==> src/rtl/core/assert_macros.svh <==
// ----------------------------------------------------------------------------
// assert_macros.svh
// Assertion helpers shared by the RTL. They expand to nothing in synthesis.
// ----------------------------------------------------------------------------
`ifndef ASSERT_MACROS_SVH
`define ASSERT_MACROS_SVH

`ifndef SYNTHESIS
// Checked on every clock edge outside of reset.
`define ASSERT_RST(lbl, clk, rst_n, prop) \
  lbl: assert property (@(posedge clk) disable iff (!rst_n) prop) \
    else $error("assertion failed");
// Checked on every clock edge, reset included.
`define ASSERT_ALWAYS(lbl, clk, prop) \
  lbl: assert property (@(posedge clk) prop) \
    else $error("assertion failed");
`else
`define ASSERT_RST(lbl, clk, rst_n, prop)
`define ASSERT_ALWAYS(lbl, clk, prop)
`endif

`endif

==> src/rtl/core/spq_pkg.sv <==
// ----------------------------------------------------------------------------
// spq_pkg
// Types and codes shared by the sorted priority queue core and its cells.
// ----------------------------------------------------------------------------
package spq_pkg;

  localparam int unsigned DATA_W = 32;
  localparam int unsigned OCC_W  = 5;

  localparam logic ACT_INSERT  = 1'b0;
  localparam logic ACT_EXTRACT = 1'b1;

  typedef enum logic [1:0] {
    ST_DONE  = 2'd0,
    ST_EMPTY = 2'd1,
    ST_FULL  = 2'd2
  } status_t;

  localparam logic signed [DATA_W-1:0] EMPTY_VALUE = -32'sd1;

  typedef struct packed {
    logic                     action;
    logic signed [DATA_W-1:0] value;
    logic signed [DATA_W-1:0] priority_req;
  } in_item_t;

  typedef struct packed {
    logic signed [DATA_W-1:0] out_value;
    logic [1:0]               status;
    logic [OCC_W-1:0]         occupancy;
  } out_item_t;

  // One stored entry.
  typedef struct packed {
    logic signed [DATA_W-1:0] value;
    logic signed [DATA_W-1:0] key;
  } entry_t;

  // Command broadcast to every cell of the chain.
  typedef struct packed {
    logic   ins;
    logic   ext;
    entry_t new_ent;
  } cell_cmd_t;

endpackage

==> src/rtl/core/spq_cell.sv <==
// ----------------------------------------------------------------------------
// spq_cell
// One slot of the sorted chain: compares the new key and shifts left or right.
// ----------------------------------------------------------------------------
module spq_cell
  import spq_pkg::*;
(
  input  logic      clk,
  input  cell_cmd_t cmd,
  input  logic      occ,
  input  logic      left_behind,
  input  entry_t    left_ent,
  input  entry_t    right_ent,
  output logic      behind,
  output entry_t    ent
);

  entry_t ent_r;
  entry_t ent_nxt;

  // The new entry goes behind this one when this slot is held and its key is not larger.
  assign behind = occ && (ent_r.key <= cmd.new_ent.key);
  assign ent    = ent_r;

  always_comb begin
    ent_nxt = ent_r;
    if (cmd.ins && !behind) begin
      ent_nxt = left_behind ? cmd.new_ent : left_ent;
    end else if (cmd.ext) begin
      ent_nxt = right_ent;
    end
  end

  always_ff @(posedge clk) begin
    ent_r <= ent_nxt;
  end

endmodule

==> src/rtl/core/sorted_priority_queue_core.sv <==
// ----------------------------------------------------------------------------
// sorted_priority_queue_core
// Bounded minimum priority queue built as a chain of compare-and-shift cells.
// ----------------------------------------------------------------------------
// The queue holds up to CAPACITY entries in a row of cells kept in ascending
// priority order, the head in cell 0. On an insert each cell compares its key
// with the new one in parallel and either holds, takes the new entry, or takes
// its left neighbor's entry, so equal keys stay in arrival order; on an extract
// every cell takes its right neighbor's entry and the head's value is returned.
// The compare in each cell sets the cycle time. One result item comes back for
// each input item, registered at the output; a new item is taken in the same
// cycle that the previous result is taken, so the block sustains one item per
// clock as long as the receiver keeps taking results. An extract from an empty
// queue returns -1 with the empty status, and an insert into a full queue is
// dropped with the full status. The occupancy field carries the low five bits
// of the entry count.
// ----------------------------------------------------------------------------
`include "assert_macros.svh"

module sorted_priority_queue_core
  import spq_pkg::*;
#(
  parameter int unsigned CAPACITY = 16
) (
  input  logic      clk,
  input  logic      rst_n,
  input  logic      in_valid,
  output logic      in_ready,
  input  in_item_t  in_item,
  output logic      out_valid,
  input  logic      out_ready,
  output out_item_t out_item
);

  localparam int unsigned CNT_W = $clog2(CAPACITY + 1);

  logic [CNT_W-1:0] count_r;
  logic [CNT_W-1:0] count_nxt;
  logic             out_valid_r;
  logic             out_valid_nxt;
  out_item_t        out_item_r;
  out_item_t        out_item_nxt;

  logic      in_fire;
  logic      is_full;
  logic      is_empty;
  cell_cmd_t cmd;

  logic   behind [CAPACITY];
  entry_t ents   [CAPACITY];

  // The output register is free when empty or being drained this cycle.
  assign in_ready  = !out_valid_r || out_ready;
  assign in_fire   = in_valid && in_ready;
  assign out_valid = out_valid_r;
  assign out_item  = out_item_r;

  assign is_full  = (count_r == CNT_W'(CAPACITY));
  assign is_empty = (count_r == '0);

  always_comb begin
    cmd.ins           = in_fire && (in_item.action == ACT_INSERT) && !is_full;
    cmd.ext           = in_fire && (in_item.action == ACT_EXTRACT) && !is_empty;
    cmd.new_ent.value = in_item.value;
    cmd.new_ent.key   = in_item.priority_req;
  end

  // The chain itself. Cell 0 sees a virtual left neighbor that the new entry
  // always goes behind; the last cell keeps its own entry on an extract, which
  // then lies beyond the count and is never read.
  for (genvar i = 0; i < CAPACITY; i++) begin : g_cell
    logic   l_behind;
    entry_t l_ent;
    entry_t r_ent;

    if (i == 0) begin : g_head
      assign l_behind = 1'b1;
      assign l_ent    = cmd.new_ent;
    end else begin : g_body
      assign l_behind = behind[i-1];
      assign l_ent    = ents[i-1];
    end

    if (i == CAPACITY - 1) begin : g_tail
      assign r_ent = ents[i];
    end else begin : g_mid
      assign r_ent = ents[i+1];
    end

    spq_cell u_cell (
      .clk         (clk),
      .cmd         (cmd),
      .occ         (count_r > CNT_W'(i)),
      .left_behind (l_behind),
      .left_ent    (l_ent),
      .right_ent   (r_ent),
      .behind      (behind[i]),
      .ent         (ents[i])
    );
  end

  // Count update and the result item for the accepted item.
  always_comb begin
    count_nxt = count_r;
    if (cmd.ins) begin
      count_nxt = count_r + 1'b1;
    end else if (cmd.ext) begin
      count_nxt = count_r - 1'b1;
    end
  end

  always_comb begin
    out_valid_nxt = out_valid_r;
    out_item_nxt  = out_item_r;
    if (in_fire) begin
      out_valid_nxt          = 1'b1;
      out_item_nxt.out_value = '0;
      out_item_nxt.status    = ST_DONE;
      out_item_nxt.occupancy = OCC_W'(count_nxt);
      if (in_item.action == ACT_INSERT) begin
        if (is_full) begin
          out_item_nxt.status = ST_FULL;
        end
      end else begin
        if (is_empty) begin
          out_item_nxt.out_value = EMPTY_VALUE;
          out_item_nxt.status    = ST_EMPTY;
        end else begin
          out_item_nxt.out_value = ents[0].value;
        end
      end
    end else if (out_ready) begin
      out_valid_nxt = 1'b0;
    end
  end

  always_ff @(posedge clk) begin
    if (!rst_n) begin
      count_r     <= '0;
      out_valid_r <= 1'b0;
    end else begin
      count_r     <= count_nxt;
      out_valid_r <= out_valid_nxt;
    end
  end

  always_ff @(posedge clk) begin
    out_item_r <= out_item_nxt;
  end

  // The count never exceeds the number of cells.
  `ASSERT_RST(a_count_bound, clk, rst_n, count_r <= CNT_W'(CAPACITY))
  // An insert that fits grows the count by exactly one.
  `ASSERT_RST(a_insert_grows, clk, rst_n, cmd.ins |=> count_r == $past(count_r) + 1'b1)
  // An empty result always carries the all-ones value.
  `ASSERT_RST(a_empty_value, clk, rst_n,
              (out_valid_r && out_item_r.status == ST_EMPTY) |->
              out_item_r.out_value == EMPTY_VALUE)
  // A pending result reports the occupancy the queue actually has.
  `ASSERT_RST(a_occ_match, clk, rst_n,
              out_valid_r |-> out_item_r.occupancy == OCC_W'(count_r))

endmodule

==> config.mk <==
export PLATFORM = sky130hd
export DESIGN_NAME = sorted_priority_queue_core
export DESIGN_NICKNAME = d
export VERILOG_FILES = /design/src/rtl/core/spq_pkg.sv /design/src/rtl/core/spq_cell.sv /design/src/rtl/core/sorted_priority_queue_core.sv
export VERILOG_INCLUDE_DIRS = /design/src /design/src/rtl/core
export SDC_FILE = /design/constraint.sdc
export NUM_CORES = 2
export LEC_CHECK = 0
export BUFFER_PORTS_ARGS = -buffer_cell sky130_fd_sc_hd__clkbuf_2
export CAP_MARGIN = 25
export CORE_ASPECT_RATIO = 0.7
export CORE_MARGIN = 2
export CORE_UTILIZATION = 59
export DETAILED_ROUTE_END_ITERATION = 10
export PLACE_DENSITY = 0.78
export SETUP_SLACK_MARGIN = 0.4
export SLEW_MARGIN = 10
export SYNTH_ARGS = -nofsm -noshare
export SYNTH_HDL_FRONTEND = slang
export SYNTH_HIERARCHICAL = 1
export SYNTH_SLANG_ARGS = --single-unit
==> constraint.sdc <==
create_clock -name clk -period 5.2 [get_ports clk]
set_input_delay 0.52 -clock clk [delete_from_list [all_inputs] [get_ports clk]]
set_output_delay 0.52 -clock clk [all_outputs]
set_load 0.01 [all_outputs]
==> run summary <==
Status = finished clean
GRT Resource Usage Total = 0.278
Die height = 301 µm
Utilization after layout = 0.648
ANT nets after route = 0
Core Region = 124000 µm²
Initial antenna violation count = 8
Reg area = 32000 µm²
Share of layout cells above drive strength 1 = 0.444
Initial Utilization = 0.597
GPL Wtd Cong = 0.910
Root Driver = clkbuf_16
Critical path class = reg -> reg
Via Count = 46300
Ys Warns = 6
DRT Pass-1 Iters = 6
Design area = 80600 µm²
Worst IR Drop VDD = 0.000370 V
Setup violators final = 0
Minimum clock period = 4.43 ns
Critical path launch point type = flip-flop
Detailed-route wire length = 184000 µm
FILL cells = 8765
Measured slew at the worst slew-check pin = 1.11 ns
P_leak = 32.6 nW
Post-Layout Cell Count = 7308
Routed vias/inst = 6.34
Pwr Density = 510 nW/µm²
Fin. Hold Viols = 0
Critical Path AT = 4.92 ns
F_max = 0.226 GHz
Vias in the first global route = 44900
Worst path required time = 5.69 ns
Slew Viols, Final = 0
Syn_nets = 6044
Final worst setup slack = 0.771 ns
Dpl cell area = 77100 µm²
CTS Sinks = 1069
Row count = 108
Buffers added on ports = 109
DRC = 0
HPWL after DPL = 136000 µm
Area of the multi-input gates = 39000 µm²
Post-CTS setup buffer count = 0
HP Class = in -> reg
Synthesis-to-finish area growth = 8.48%
Total grt overflow = 0
Clock transition at path regs = 0.06 ns
Initial DRC count = 5453
Pwr Total = 41.2 mW
Routed WL per cell = 25.2 µm
Avg Cell Area, Syn = 13.6 µm²
Worst Path Max Fanout = 40
First-pass GRT wire length = 279000 µm
# H-tree levels = 3
Largest net degree at the start of global routing = 65
Post-cts resize count = 0
Maxcap violations = 0
TritonCTS clock tree = yes
CTS Hold Bufs = 0
Num CTS Buffers = 108
Slew HR = 0.252
Setup Total Neg Slack = 0 ns
Max Root-Sink Buffers = 3
Chip width = 428 µm
Final #Nets = 6149
Post-Syn Area = 74300 µm²
Skew final = 0.0389 ns
Ports = 110
Critical path capture point type = flip-flop
Clock Latency Late Sink = 0.75 ns
Crit share post-route = 0.852
Post-Place Cells = 7099
RSZ-0062 raised after global routing = no
Post-Synthesis Cells = 5457
WHS = 0.0949 ns
DIE AREA = 129000 µm²
Setup WS pre-CTS = 0.527 ns
[cells in the final DEF, fill, tap and decap left out, drive strengths merged, types with 7 or more instances in the layout]
cell	n
clkinv	49
or2	16
o211ai	32
nor3	51
ha	518
nor2b	19
nand3	50
nor2	7
mux2	2048
diode	7
nand4	128
o311a	17
clkbuf	244
o21ai	92
bufinv	10
o21a	32
or4	16
buf	123
o311ai	16
edfxtp	1063
o32a	15
nand2	157
a2111o	16
a21oi	259
a221oi	17
a2bb2oi	16
a21boi	15
inv	575
or3	17
[critical path, stage by stage (launching register included)]
cell       delay (ns)
dfxtp_1          0.59
inv_1            0.23
ha_1             0.30
nand4bb_1        0.26
nor3b_4          0.22
buf_4            0.45
o311a_1          0.30
o21ai_0          0.17
o311ai_4         0.13
buf_4            0.39
buf_4            0.69
mux2_2           0.41
[power breakdown]
group / internal (mW) / switching, mW / leakage, nW
clock network: 4.32 / 3.51 / 1.67
registers: 14.0 / 2.59 / 10.2
logic: 9.34 / 7.34 / 20.7
[cell type report]
cell class / instances / area share
antenna: 7 / 0.000217
clock buffer: 134 / 0.0347
clock inverter: 65 / 0.00785
inverter: 570 / 0.0265
multi-input combinational: 3580 / 0.483
sequential: 1069 / 0.397
tap: 1650 / 0.0256
timing repair buffer: 233 / 0.0244
[worst paths after layout]
check,startpoint,endpoint,slack [ns],cells after the start
hold / removal,in_valid,out_valid,0.09,3
setup reg to reg,count_r[1],g_cell[1].u_cell/ent[63],0.77,11
setup / recovery,count_r[1],g_cell[1].u_cell/ent[63],0.77,11
hold reg to reg,g_cell[14].u_cell/ent[38],g_cell[13].u_cell/ent[38],0.57,1
[state kept, by name (all words and copies together), names as in the netlist]
register	cells
g_cell.u_cell/ent	1024
out_valid	1
out_item	39
count_r	5
[per-layer routing]
layer  vias up  GRT usage  share of wire
met5         -          0              0
met4         0     0.0563          0.019
met3       228     0.0506           0.11
met2      2270      0.363           0.38
met1     22900      0.467           0.49
li1      20900          -              -
Note: power is estimated with default switching activity, not from simulation.
